[src/rtl/rssc_pkg.sv]
`timescale 1ns / 1ps
// rssc_pkg: shared types and codes of the run-length sprite scanline checker
// no dependencies; used by rssc_front, rssc_fifo, rssc_back and the core

package rssc_pkg;

  localparam int DS_W    = 15;   // data_size register
  localparam int SW_W    = 16;   // sprite_width register
  localparam int BPP_W   = 3;    // bytes_per_pixel register
  localparam int CFG_W   = 16;   // config write data, widest register
  localparam int START_W = 16;   // row start, saturates at data_size + 1
  localparam int POS_W   = 17;   // walk position, stays below 2**17
  localparam int X_W     = 17;   // decoded pixel count before the width check
  localparam int COBY_W  = 11;   // colour run times bytes per pixel
  localparam int PIX_W   = 16;

  localparam int FIFO_DEPTH = 4;
  localparam int FIFO_PW    = 2;
  localparam int FIFO_CW    = 3;

  localparam logic [1:0] CMD_LOAD = 2'd0;
  localparam logic [1:0] CMD_ROW  = 2'd1;
  localparam logic [1:0] CMD_NEW  = 2'd2;

  localparam logic [1:0] REG_DATA_SIZE       = 2'd0;
  localparam logic [1:0] REG_SPRITE_WIDTH    = 2'd1;
  localparam logic [1:0] REG_BYTES_PER_PIXEL = 2'd2;

  localparam logic [2:0] ST_OK           = 3'd0;
  localparam logic [2:0] ST_BEYOND       = 3'd1;
  localparam logic [2:0] ST_NOT_DRAWABLE = 3'd2;
  localparam logic [2:0] ST_PAIR         = 3'd3;
  localparam logic [2:0] ST_WIDE         = 3'd4;
  localparam logic [2:0] ST_COLOURS      = 3'd5;
  localparam logic [2:0] ST_SKIPPED      = 3'd6;

  typedef enum logic [1:0] {K_LOAD, K_ROW, K_NEW} kind_t;

  typedef enum logic [1:0] {RC_WALK, RC_BEYOND, RC_NOT_DRAWABLE} row_class_t;

  typedef struct packed {
    kind_t               kind;
    logic [7:0]          data_byte;
    logic [START_W-1:0]  start;
    row_class_t          row_class;
    logic                last_row;
  } entry_t;

  typedef struct packed {
    logic [DS_W-1:0]   data_size;
    logic [SW_W-1:0]   sprite_width;
    logic [BPP_W-1:0]  bytes_per_pixel;
  } cfg_t;

  typedef struct packed {
    logic              valid;
    logic [2:0]        status;
    logic [PIX_W-1:0]  decoded_pixels;
    logic              sprite_ok;
    logic              done_res;
  } result_t;

endpackage

[src/rtl/rssc_fifo.sv]
`timescale 1ns / 1ps
// rssc_fifo: short item queue between the front and the row walker
// depends on rssc_pkg

module rssc_fifo (
  input  logic              clk,
  input  logic              rst,
  input  logic              push,
  input  rssc_pkg::entry_t  push_entry,
  input  logic              pop,
  output rssc_pkg::entry_t  head,
  output logic              empty,
  output logic              full
);

  rssc_pkg::entry_t                slots [rssc_pkg::FIFO_DEPTH];
  logic [rssc_pkg::FIFO_PW-1:0]    wr_ptr;
  logic [rssc_pkg::FIFO_PW-1:0]    rd_ptr;
  logic [rssc_pkg::FIFO_CW-1:0]    count;

  assign empty = (count == '0);
  assign full  = (count == rssc_pkg::FIFO_CW'(rssc_pkg::FIFO_DEPTH));
  assign head  = slots[rd_ptr];

  always_ff @(posedge clk) begin
    if (push) begin
      slots[wr_ptr] <= push_entry;
    end
  end

  always_ff @(posedge clk) begin
    if (rst) begin
      wr_ptr <= '0;
      rd_ptr <= '0;
      count  <= '0;
    end else begin
      if (push) begin
        wr_ptr <= wr_ptr + rssc_pkg::FIFO_PW'(1);
      end
      if (pop) begin
        rd_ptr <= rd_ptr + rssc_pkg::FIFO_PW'(1);
      end
      case ({push, pop})
        2'b10:   count <= count + rssc_pkg::FIFO_CW'(1);
        2'b01:   count <= count - rssc_pkg::FIFO_CW'(1);
        default: count <= count;
      endcase
    end
  end

endmodule

[config.mk]
export PLATFORM = sky130hd
export DESIGN_NAME = rssc_fifo
export DESIGN_NICKNAME = d
export VERILOG_FILES = /design/src/rtl/rssc_pkg.sv /design/src/rtl/rssc_fifo.sv
export SDC_FILE = /design/constraint.sdc
export NUM_CORES = 1
export LEC_CHECK = 0
export ABC_AREA = 1
export BUFFER_PORTS_ARGS = -buffer_cell sky130_fd_sc_hd__buf_4
export CAP_MARGIN = 20
export CELL_PAD_IN_SITES_DETAIL_PLACEMENT = 0
export CELL_PAD_IN_SITES_GLOBAL_PLACEMENT = 1
export CORE_MARGIN = 2
export CORE_UTILIZATION = 51
export CTS_CLUSTER_SIZE = 14
export DETAILED_ROUTE_END_ITERATION = 10
export PLACE_DENSITY_LB_ADDON = 0.1
export SLEW_MARGIN = 0
export SYNTH_ARGS = -nofsm -noshare
export SYNTH_HDL_FRONTEND = slang
export SYNTH_SLANG_ARGS = --single-unit
[constraint.sdc]
create_clock -name clk -period 2.8 [get_ports clk]
set_input_delay 0.42 -clock clk [delete_from_list [all_inputs] [get_ports clk]]
set_output_delay 0.42 -clock clk [all_outputs]
set_load 0.05 [all_outputs]
==> results by group <==
Placement
  – Dpl cell area: ~0.0056 mm^2
  – I/O Buffers: 63
  – Final Wtd Congestion: 0.706
  – Post-DP HPWL: between 5000 and 6000 um

Synthesis
  – Synthesized Nets: around 380
  – Yosys warns: 0
  – Distinct cell type count after synthesis: 23
  – Xor/xnor share of the synthesized area: 0%
  – Post-synthesis compound-gate area fraction: around an eighth
  – Cells after Synth: roughly 340
  – Post-synthesis register bit count: about 130
  – Syn avg cell area: between 10 and 15 um^2
  – Synth Area in Simple Gates: ~9%
  – Post-synthesis sequential area ratio: 72.5%
  – Combinational family with the most area after synthesis: compound AO/OA/AOI/OAI gates
  – Mux share of post-synthesis cell area: 0%
  – Adder-cell share of the synthesized area: 1.63%
  – Syn Std Cell Area: 0.00505 mm^2

Route
  – DR pass1 iterations: 4
  – Avg Vias per Cell: about 5.3
  – # DRC: 0
  – DR vias: 2940
  – Detailed Route Iter0 Violations: 183
  – Final ANT Viol Nets: 0
  – Final WL: about 9500 um
  – WL/cell: about 17 um

GRT
  – First-pass GRT wire length: approximately 15000 um
  – Initial antenna violation count: 0
  – GRT Util Overall: a little under a fifth
  – Total gr overflow: 0
  – Vias in the first global route: ~2900
  – Pin count of the biggest net entering global routing: between 50 and 60

STA
  – Crit share post-route: 89.3%
  – Fin crit period: 2.50 ns
  – Final setup viols: 0
  – Hold Fails Final Rpt: 0
  – Final setup skew: 0.00950 ns
  – FMAX: roughly 400 MHz
  – Fin Setup TNS: 0 ns
  – Slew @ Worst Pin: 0.570 ns
  – Max Slew Vio Count: 0
  – Worst slew margin: approximately 62%
  – Final Hold Slack: approximately 0.11 ns
  – Unrepaired setup endpoints after global routing: false

Clock tree
  – Worst-path clk slew: 0.06 ns
  – Max Buffers Root-to-Sink: 2
  – CTS Sinks: between 100 and 150
  – Num CTS Buffers: 17
  – Cts hold-fix bufs: 0
  – PostCTS Resize Cnt: 0
  – CTS tree: done
  – # H-tree levels: 4
  – Root Buffer: clkbuf_8
  – Clock Latency Late Sink: roughly 0.51 ns
  – Setup bufs post-CTS: 0

Floorplanning
  – Io pins: 64
  – Die width: about 100 um
  – Die Y: about 100 um
  – Rows: 36
  – Total Die Area: around 0.011 mm^2
  – Initial Utilization: a little over half
  – Core area: around 0.0097 mm^2

Critical path
  – Cell family with most CP delay: buffers and inverters
  – Slowest-stage cell, CP: buf_4
  – CP Class: flop to output pin
  – Setup crit start kind: flop
  – CP required: 2.38 ns
  – Crit path arrival time: around 2.1 ns
  – Cell with the most instances on the worst path: buf_4
  – CP Capture Type: output pin
  – Crit-path max FO: 22
  – Buf+Inv Stages, Crit Path: 3
  – CP Cell Sequence: clkinv_2 > buf_4 > o21ai_0 > o22ai_2 > buf_4
  – Max incr delay on CP: ~0.38 ns
  – R2r setup slk: about 1.1 ns

Worst hold path
  – Hold Path Class: primary input to flop

Power
  – Peak VDD IR: roughly 0.47 mV
  – Sw Share: around 26%
  – Logic pwr share: between 10% and 20%
  – Switching pwr: between 0.001 and 0.0015 W
  – Clock power share: 42.9%
  – Cell Pwr Density: ~790 mW/mm^2
  – P_leak: around 2.2 nW
  – Flop pwr share: roughly 44%
  – Internal: 0.00368 W

Finish
  – Synth-to-Final Area Change: 23.3%
  – Most frequent cells in the layout: edfxtp_1, buf_4, o21ai_0
  – Ant. Diodes: 0
  – Layout cells sized above 1: between 30% and 40%
  – Commonest non-fill, non-tap cell in the layout: edfxtp_1
  – Finished Cell Area: 0.00623 mm^2
  – # nets final: approximately 450

Flow run
  – Max cap viols: 0

Run status
  – Status: finished, final reports clean
[metrics by stage]
step / instances / worst slack (ns) / power (W) / utilization, %
after global routing: 557 / 0.125 / 0.00511 / 64.3
after floorplan: 339 / 0.913 / 0.00266 / -
after CTS: 557 / 0.268 / 0.00498 / 64.3
final: 557 / 0.298 / 0.00494 / 64.3
after global placement: 526 / 0.856 / 0.00286 / 58.3
after detailed placement: 526 / 0.814 / 0.00287 / 58.3
[path summary, 6_finish.rpt]
path,from,to,depth (start not counted)
worst max-delay path,flop,head[10],5
worst min-delay path,push_entry[23],slots[0][23],1
worst max register to register,wr_ptr[0],slots[0][24],5
worst min register to register,rd_ptr[1],rd_ptr[1],1
[Yosys cell counts (all sizes together)]
master  instances  area [um^2]
clkbuf          2         7.51
nand3           1         5.00
inv            18         67.6
nand2           9         33.8
nand4           1         6.26
ha              5         62.6
buf            16          125
o22ai          29          307
edfxtp        116         3480
nor3            2         10.0
o21ai          64          320
dfxtp           9          180
nor2           61          402
a21oi           5         25.0
fa              1         20.0
[final cells by class]
cell class	instances	area (um^2)
Clock inverter	14	173
Tap cell	133	166
Clock buffer	17	414
Sequential cell	125	3660
Fill cell	720	3450
Inverter	18	68.8
Timing Repair Buffer	72	553
Multi-Input combinational cell	178	1190
[worst reg2reg max path, delay by kind of cell (launching register included)]
kind / cells / cell delay [ns]
buffers and inverters: 3 / 0.80
adder cells (fa/ha/maj): 1 / 0.16
AND/OR/NAND/NOR: 1 / 0.05
flip-flops: 1 / 0.33
[power by group through the flow]
stage	Combinational, W	Sequential (W)	Clock (W)
floorplan	0.000467	0.00219	0
global placement	0.000667	0.00219	0
global route	0.000717	0.00216	0.00224
CTS	0.000676	0.00216	0.00215
finish	0.000669	0.00216	0.00212
detailed placement	0.000674	0.00219	0
[state kept, by name (all words and copies together), names as in the netlist, named ones only]
name / cells
count: 3
slots: 116
wr_ptr: 2
rd_ptr: 2
[routing by layer]
metal | vias up | part of all wire [%] | track usage (%)
li1 | 1397 | - | -
met1 | 1473 | 44 | 22.6
met2 | 65 | 52 | 32.2
met3 | 5 | 3.8 | 4.97
met4 | 0 | 0.77 | 6.56
met5 | - | 0 | 0
[cell families (layout without fill, tap and decap cells)]
family | Yosys count | after routing
buffers and inverters | 36 | 121
AND/OR/NAND/NOR | 74 | 74
adder cells (fa/ha/maj) | 6 | 6
flip-flops | 125 | 125
AO/OA/AOI/OAI | 98 | 98
(Power assumes the default switching activity.)
