<file path="src/rtl/rssc_pkg.sv">
`timescale 1ns / 1ps
// rssc_pkg: shared types and codes of the run-length sprite scanline checker
// no dependencies; used by rssc_front, rssc_fifo, rssc_back and the core

package rssc_pkg;

  localparam int DS_W    = 15;   // data_size register
  localparam int SW_W    = 16;   // sprite_width register
  localparam int BPP_W   = 3;    // bytes_per_pixel register
  localparam int CFG_W   = 16;   // config write data, widest register
  localparam int START_W = 16;   // row start, saturates at data_size + 1
  localparam int POS_W   = 17;   // walk position, stays below 2**17
  localparam int X_W     = 17;   // decoded pixel count before the width check
  localparam int COBY_W  = 11;   // colour run times bytes per pixel
  localparam int PIX_W   = 16;

  localparam int FIFO_DEPTH = 4;
  localparam int FIFO_PW    = 2;
  localparam int FIFO_CW    = 3;

  localparam logic [1:0] CMD_LOAD = 2'd0;
  localparam logic [1:0] CMD_ROW  = 2'd1;
  localparam logic [1:0] CMD_NEW  = 2'd2;

  localparam logic [1:0] REG_DATA_SIZE       = 2'd0;
  localparam logic [1:0] REG_SPRITE_WIDTH    = 2'd1;
  localparam logic [1:0] REG_BYTES_PER_PIXEL = 2'd2;

  localparam logic [2:0] ST_OK           = 3'd0;
  localparam logic [2:0] ST_BEYOND       = 3'd1;
  localparam logic [2:0] ST_NOT_DRAWABLE = 3'd2;
  localparam logic [2:0] ST_PAIR         = 3'd3;
  localparam logic [2:0] ST_WIDE         = 3'd4;
  localparam logic [2:0] ST_COLOURS      = 3'd5;
  localparam logic [2:0] ST_SKIPPED      = 3'd6;

  typedef enum logic [1:0] {K_LOAD, K_ROW, K_NEW} kind_t;

  typedef enum logic [1:0] {RC_WALK, RC_BEYOND, RC_NOT_DRAWABLE} row_class_t;

  typedef struct packed {
    kind_t               kind;
    logic [7:0]          data_byte;
    logic [START_W-1:0]  start;
    row_class_t          row_class;
    logic                last_row;
  } entry_t;

  typedef struct packed {
    logic [DS_W-1:0]   data_size;
    logic [SW_W-1:0]   sprite_width;
    logic [BPP_W-1:0]  bytes_per_pixel;
  } cfg_t;

  typedef struct packed {
    logic              valid;
    logic [2:0]        status;
    logic [PIX_W-1:0]  decoded_pixels;
    logic              sprite_ok;
    logic              done_res;
  } result_t;

endpackage

</file>
<file path="src/rtl/rssc_front.sv">
`timescale 1ns / 1ps
// rssc_front: classifies accepted items and keeps the running row start
// depends on rssc_pkg

module rssc_front (
  input  logic                            clk,
  input  logic                            rst,
  input  logic                            accept,
  input  logic [1:0]                      cmd,
  input  logic [7:0]                      data_byte,
  input  logic [15:0]                     row_length,
  input  logic                            last_row,
  input  logic [rssc_pkg::DS_W-1:0]       data_size,
  output logic                            push,
  output rssc_pkg::entry_t                entry
);

  logic [rssc_pkg::START_W-1:0] next_row_start;
  logic [rssc_pkg::START_W-1:0] next_row_start_next;
  logic [rssc_pkg::START_W-1:0] limit;
  logic [rssc_pkg::START_W:0]   sum;
  logic [rssc_pkg::START_W-1:0] ds_ext;

  assign ds_ext = rssc_pkg::START_W'(data_size);
  assign limit  = ds_ext + rssc_pkg::START_W'(1);
  assign sum    = {1'b0, next_row_start} + {1'b0, row_length};

  // running sum saturates one past the data end
  assign next_row_start_next = (sum > {1'b0, limit}) ? limit
                                                     : sum[rssc_pkg::START_W-1:0];

  always_comb begin
    entry.data_byte = data_byte;
    entry.start     = next_row_start;
    entry.last_row  = last_row;
    entry.kind      = rssc_pkg::K_LOAD;
    push            = 1'b0;
    if (next_row_start > ds_ext) begin
      entry.row_class = rssc_pkg::RC_BEYOND;
    end else if (next_row_start == ds_ext) begin
      entry.row_class = rssc_pkg::RC_NOT_DRAWABLE;
    end else begin
      entry.row_class = rssc_pkg::RC_WALK;
    end
    case (cmd)
      rssc_pkg::CMD_LOAD: begin
        entry.kind = rssc_pkg::K_LOAD;
        push       = accept;
      end
      rssc_pkg::CMD_ROW: begin
        entry.kind = rssc_pkg::K_ROW;
        push       = accept;
      end
      rssc_pkg::CMD_NEW: begin
        entry.kind = rssc_pkg::K_NEW;
        push       = accept;
      end
      default: begin
        push = 1'b0;
      end
    endcase
  end

  always_ff @(posedge clk) begin
    if (rst) begin
      next_row_start <= '0;
    end else if (accept && cmd == rssc_pkg::CMD_NEW) begin
      next_row_start <= '0;
    end else if (accept && cmd == rssc_pkg::CMD_ROW) begin
      next_row_start <= next_row_start_next;
    end
  end

endmodule

</file>
<file path="config.mk">
export PLATFORM = sky130hd
export DESIGN_NAME = rssc_front
export DESIGN_NICKNAME = d
export VERILOG_FILES = /design/src/rtl/rssc_pkg.sv /design/src/rtl/rssc_front.sv
export SDC_FILE = /design/constraint.sdc
export NUM_CORES = 1
export LEC_CHECK = 0
export BUFFER_PORTS_ARGS = -buffer_cell sky130_fd_sc_hd__buf_2
export CAP_MARGIN = 5
export CORE_ASPECT_RATIO = 1.75
export CORE_MARGIN = 3
export CORE_UTILIZATION = 42
export DETAILED_ROUTE_END_ITERATION = 8
export GPL_ROUTABILITY_DRIVEN = 0
export GPL_TIMING_DRIVEN = 0
export MAX_ROUTING_LAYER = met4
export PLACE_DENSITY = 0.67
export SLEW_MARGIN = 0
export SYNTH_ARGS = -nofsm -noshare
export SYNTH_HDL_FRONTEND = slang
export SYNTH_SLANG_ARGS = --single-unit
</file>
<file path="constraint.sdc">
create_clock -name clk -period 6.2 [get_ports clk]
set_input_delay 1.24 -clock clk [delete_from_list [all_inputs] [get_ports clk]]
set_output_delay 1.24 -clock clk [all_outputs]
set_load 0.05 [all_outputs]
</file>
==> results of run 1 <==
-- cell families (layout without fill, tap and decap cells) --
logic type / Yosys count / count (layout) / synth area share (%)
multiplexers: 3 / 3 / 1.19
buffers and inverters: 39 / 105 / 7.33
flip-flops: 16 / 16 / 12.2
adder cells (fa/ha/maj): 49 / 49 / 23.6
AO/OA/AOI/OAI: 83 / 83 / 22.2
AND/OR/NAND/NOR: 130 / 130 / 25.4
XOR/XNOR: 24 / 24 / 8.00
-- power by group --
part	total (mW)	switching, mW	internal, mW
Sequential	0.118	0.00900	0.109
Clock	0.0797	0.0365	0.0431
Combinational	0.277	0.168	0.109
Total	0.475	0.214	0.261
-- routing by layer --
layer | track usage (%) | vias up
li1 | - | 1382
met1 | 22.4 | 1247
met2 | 38.9 | 73
met3 | 1.83 | 23
met4 | 9.97 | 0
met5 | - | -
-- cell usage in the layout, fill, tap and decap left out, drive strengths merged, types with 2 or more instances in the layout --
cell	n
a2111oi	2
a211oi	5
a21o	16
a21oi	20
a311o	2
a31o	2
and2	3
and3	2
and4	4
buf	75
clkbuf	10
dfxtp	16
ha	48
inv	20
mux2i	2
nand2	28
nand2b	11
nand3	24
nand4	8
nor2	23
nor2b	8
nor3	8
nor4	2
o211ai	12
o21a	6
o21ai	10
o31a	2
o41ai	2
or2	2
or3	2
or4	2
xnor2	21
xor2	3
-- critical path, stage by stage --
cell       delay [ps]
buf_2             100
ha_1              250
fa_1              430
a21oi_1           210
o211ai_1          170
o31ai_1           420
nand3b_1          220
a2111oi_0         440
a311o_1           210
ha_1              260
nand4_1           120
o221ai_1          130
a211o_1           310
a2111oi_4         410
buf_6             200
buf_2             260
o211ai_1          140
-- final timing paths --
kind	depth (start not counted)	end	start
hold reg to reg	2	next_row_start[12]	next_row_start[12]
hold / removal	2	next_row_start[12]	next_row_start[12]
setup reg to reg	16	next_row_start[11]	next_row_start[0]
setup / recovery	17	next_row_start[11]	row_length[0]
-- per-stage QoR --
step	hold WS (ps)	setup WS [ps]
floorplan	702	479
global placement	513	509
detailed placement	523	527
CTS	532	783
global route	558	422
finish	525	789
-- final cells by class --
cell class,count,area share (%)
well taps,78,3.17
inverters,20,2.44
repair buffers,63,10.2
clock buffers,3,1.34
multi-input cells,289,68.6
plain buffers,19,3.82
flip-flops and latches,16,10.4
==> flow_summary.ini, run 1 <==
[global_route]
antenna_found_initial = 0
grt.overflow.total = 0
grt_pass1_vias = 2673
grt_max_degree = 11
grtUsageTotal_pct = 21.4
grt_pass1_wl_um = 12100

[drt]
dr.first_iter.drc_count = 96
highest_layer = met4
met3_length_um = 281
vias_per_cell = 5.58
antenna_left = 0
vias = 2725
drc = 0
routedWlPerCell_um = 15.2
drt-met1-wl_um = 2830
drt_first_pass_iters = 4
wl_met2_um = 3990
drt_wl_total_um = 7410

[layout]
num_antenna_cells = 0
ff_latch_area_um2 = 320
area_growth_pct = 17.3
final_util_pct = 51.6
final-instance-count-excl-fill = 488
nNetsFinal = 506
fill_cells = 606
final_cell_area_mm2 = 0.00308
drive_above_1_share_pct = 20.7
largest_reg_flops = 16
reg_top3 = next_row_start (16)
top_register = next_row_start
multi_input_area_mm2 = 0.00211

[floorplanning]
io_pins = 75
initial_utilization_pct = 44.0
die_area_mm2 = 0.00728
num_rows = 37
coreArea_mm2 = 0.00597
die_h_um = 111
die_w_um = 65.8

[yosys]
syn-num-nets = 438
synth_warnings = 0
synth_area_leaders = ha_1 23%, dfxtp_1 12%, xnor2_1 7.0%
netlist-cell-type-count = 47
synth_edf_count = 0
ys_seq_elements = 16
syn_area_mm2 = 0.00263
synth.most_common_cell = ha_1
synth_top_area_share_pct = 22.9
netlist_top_cells_count = 48 x ha_1, 28 x nand2_1, 24 x nand3_1
ys_seq_area_share_pct = 12.2
synthCells = 344
synth_top_cell_by_area = ha_1
avgSynthCellArea_um2 = 7.64
ys.flop_type = dfxtp_1
async_flop_share_pct = 0

[clock_tree]
clk_path_buf_depth = 2
cts_root_buf = clkbuf_8
hold_buffers = 0
cts.clk_slew.worst_paths_ps = 60
cts_setup_buffers = 0
numCtsBuffers = 3
cts_sinks = 16
cts_resized = 0
ctsHtreeMaxLevel = 1
cts_tree = built
insertion_delay_ps = 250

[timing]
fmax_ghz = 0.185
slew_headroom_pct = 54.6
fin_crit_sh_pct = 87.3
final_max_slew_viol_count = 0
fin_crit_ps = 5410
rsz0062_at_grt = false
worst_clock_skew_ps = 3.43
tightest_slew_ps = 673
hold_violations = 0
fin_setup_tns_ps = 0
finalSetupViolations = 0

[place]
dpl_cell_area_mm2 = 0.00304
port_buffers = 63
dp.cells = 485
dp_hpwl_um = 6380

[critical_path]
ff2ff_setup_slack_ps = 1530
crit_arrival_ps = 5540
start_kind = input pin
end_kind = register
path_max_fanout = 10
worst-setup-path-type = in2reg
cp.required_ps = 6320

[power_and_ir_drop]
power.total_mw = 0.475
p_leak_nw = 1.54
power.density_mw_per_mm2 = 154
vdd_drop_max_mv = 0.116

[status]
status = finished, final reports clean

[job]
maxCapViolCount = 0

[hold_path]
hold_class = reg2reg
(Power assumes the default switching activity.)
==> run 2, diff against run 1 <==
Settings changed: CORE_UTILIZATION 42 to 54, PLACE_DENSITY 0.67 to 0.82.
==> run 2 against run 1 <==
  * Flip-flop and latch count unchanged
  * Core utilization up 13 points
  * Wire length up 1.9%
  * Non-clock buffer count unchanged
  * Clock skew down 0.89 ps
==> flow_summary.ini, run 2 (synthesized netlist as in run 1, its figures left out) <==
[status]
status = finished, final reports clean

[clock_tree]
cts_resized = 0
cts_root_buf = clkbuf_8
hold_buffers = 0
cts_tree = built
cts_setup_buffers = 0
cts_sinks = 16
insertion_delay_ps = 250
cts.clk_slew.worst_paths_ps = 60
clk_path_buf_depth = 2
ctsHtreeMaxLevel = 1
numCtsBuffers = 3

[layout]
final-instance-count-excl-fill = 462
top_register = next_row_start
reg_top3 = next_row_start (16)
final_cell_area_mm2 = 0.00305
fill_cells = 454
ff_latch_area_um2 = 320
final_common_cell = buf_2
area_growth_pct = 16.0
nNetsFinal = 506
multi_input_area_mm2 = 0.00211
drive_above_1_share_pct = 20.7
final_util_pct = 64.8
mostFrequentLayoutCells = 64 x buf_2, 48 x ha_1, 28 x nand2_1, 24 x nand3_1, 23 x nor2_1
largest_reg_flops = 16
num_antenna_cells = 0

[drt]
drt_wl_total_um = 7550
antenna_left = 0
drt_first_pass_iters = 4
vias = 2831
highest_layer = met4
dr.first_iter.drc_count = 83
wl_met2_um = 4050
met3_length_um = 339
drc = 0
drt-met1-wl_um = 2680
routedWlPerCell_um = 16.3
vias_per_cell = 6.13

[power_and_ir_drop]
power.density_mw_per_mm2 = 157
vdd_drop_max_mv = 0.117
p_switching_mw = 0.216
p_leak_nw = 1.54
p_sw_share_pct = 45.1
p_int_mw = 0.262
power_frac_clock_pct = 16.6
seqPwrFrac_pct = 24.8
combPwrFrac_pct = 58.6
power.total_mw = 0.478

[global_route]
antenna_found_initial = 0
grtUsageTotal_pct = 27.1
grt_pass1_wl_um = 12000
grt.overflow.total = 0
grt_pass1_vias = 2730
grt_max_degree = 11

[critical_path]
reg2reg_depth = 16
cp.required_ps = 6330
path_max_fanout = 10
crit_arrival_ps = 5680
start_kind = input pin
end_kind = register
worst-setup-path-type = in2reg

[place]
dp_hpwl_um = 6360
place_worst_setup_slack_ps = 515
dpl_cell_area_mm2 = 0.00301
port_buffers = 63
dp.cells = 459

[hold_path]
hold_depth = 2
hold_class = reg2reg

[timing]
worst_clock_skew_ps = 2.54
hold_ws_ps = 530
fin_setup_tns_ps = 0
final_max_slew_viol_count = 0
fmax_ghz = 0.180
finalSetupViolations = 0
hold_violations = 0
slew_headroom_pct = 43.7
fin_crit_sh_pct = 89.5
timing.final.ws_setup_ps = 651
fin_crit_ps = 5550
rsz0062_at_grt = false
tightest_slew_ps = 833

[floorplanning]
io_pins = 75
die_h_um = 98.3
die_area_mm2 = 0.00577
num_rows = 33
initial_utilization_pct = 55.8
coreArea_mm2 = 0.00471
die_w_um = 58.7

[job]
maxCapViolCount = 0
==> run 2: cell counts in the layout (fill, tap and decap cells not counted) <==
No cell type changed its count.
==> run 2: final timing paths <==
path / start / to / slack (ps)
worst max register to register: next_row_start[0] / next_row_start[7] / 1390
worst min register to register: next_row_start[12] / next_row_start[12] / 530
worst min-delay path: next_row_start[12] / next_row_start[12] / 530
worst max-delay path: row_length[0] / next_row_start[7] / 650
==> run 2: critical path, stage by stage <==
cell and delay [ps]:
buf_2 100, ha_1 250, fa_1 430, a21oi_1 210, o211ai_1 170, o31ai_1 400, nand3b_1 220, a2111oi_0 490
a311o_1 260, ha_1 270, nand4_1 130, o221ai_1 150, a211o_1 330, a2111oi_4 440, buf_6 200, buf_2 270
o211ai_1 140
==> run 2: layout make-up <==
type / instances / area share (%)
buffer: 19 / 3.86
clock buffer: 3 / 1.35
inverter: 20 / 2.46
multi-input combinational: 289 / 69.3
sequential: 16 / 10.5
tap: 52 / 2.13
timing repair buffer: 63 / 10.3
==> run 2: routing by layer <==
layer  track usage, %  up-vias
li1                 -     1389
met1             25.9     1300
met2             49.7      100
met3             2.38       42
met4             16.2        0
met5                -        -
==> run 2: power by group through the flow <==
stage	sequential (mW)	clock, mW	combinational [mW]
after floorplan	0.139	0	0.185
after global placement	0.121	0	0.270
after detailed placement	0.121	0	0.276
after CTS	0.119	0.0802	0.278
after global routing	0.120	0.0848	0.307
final	0.118	0.0791	0.280
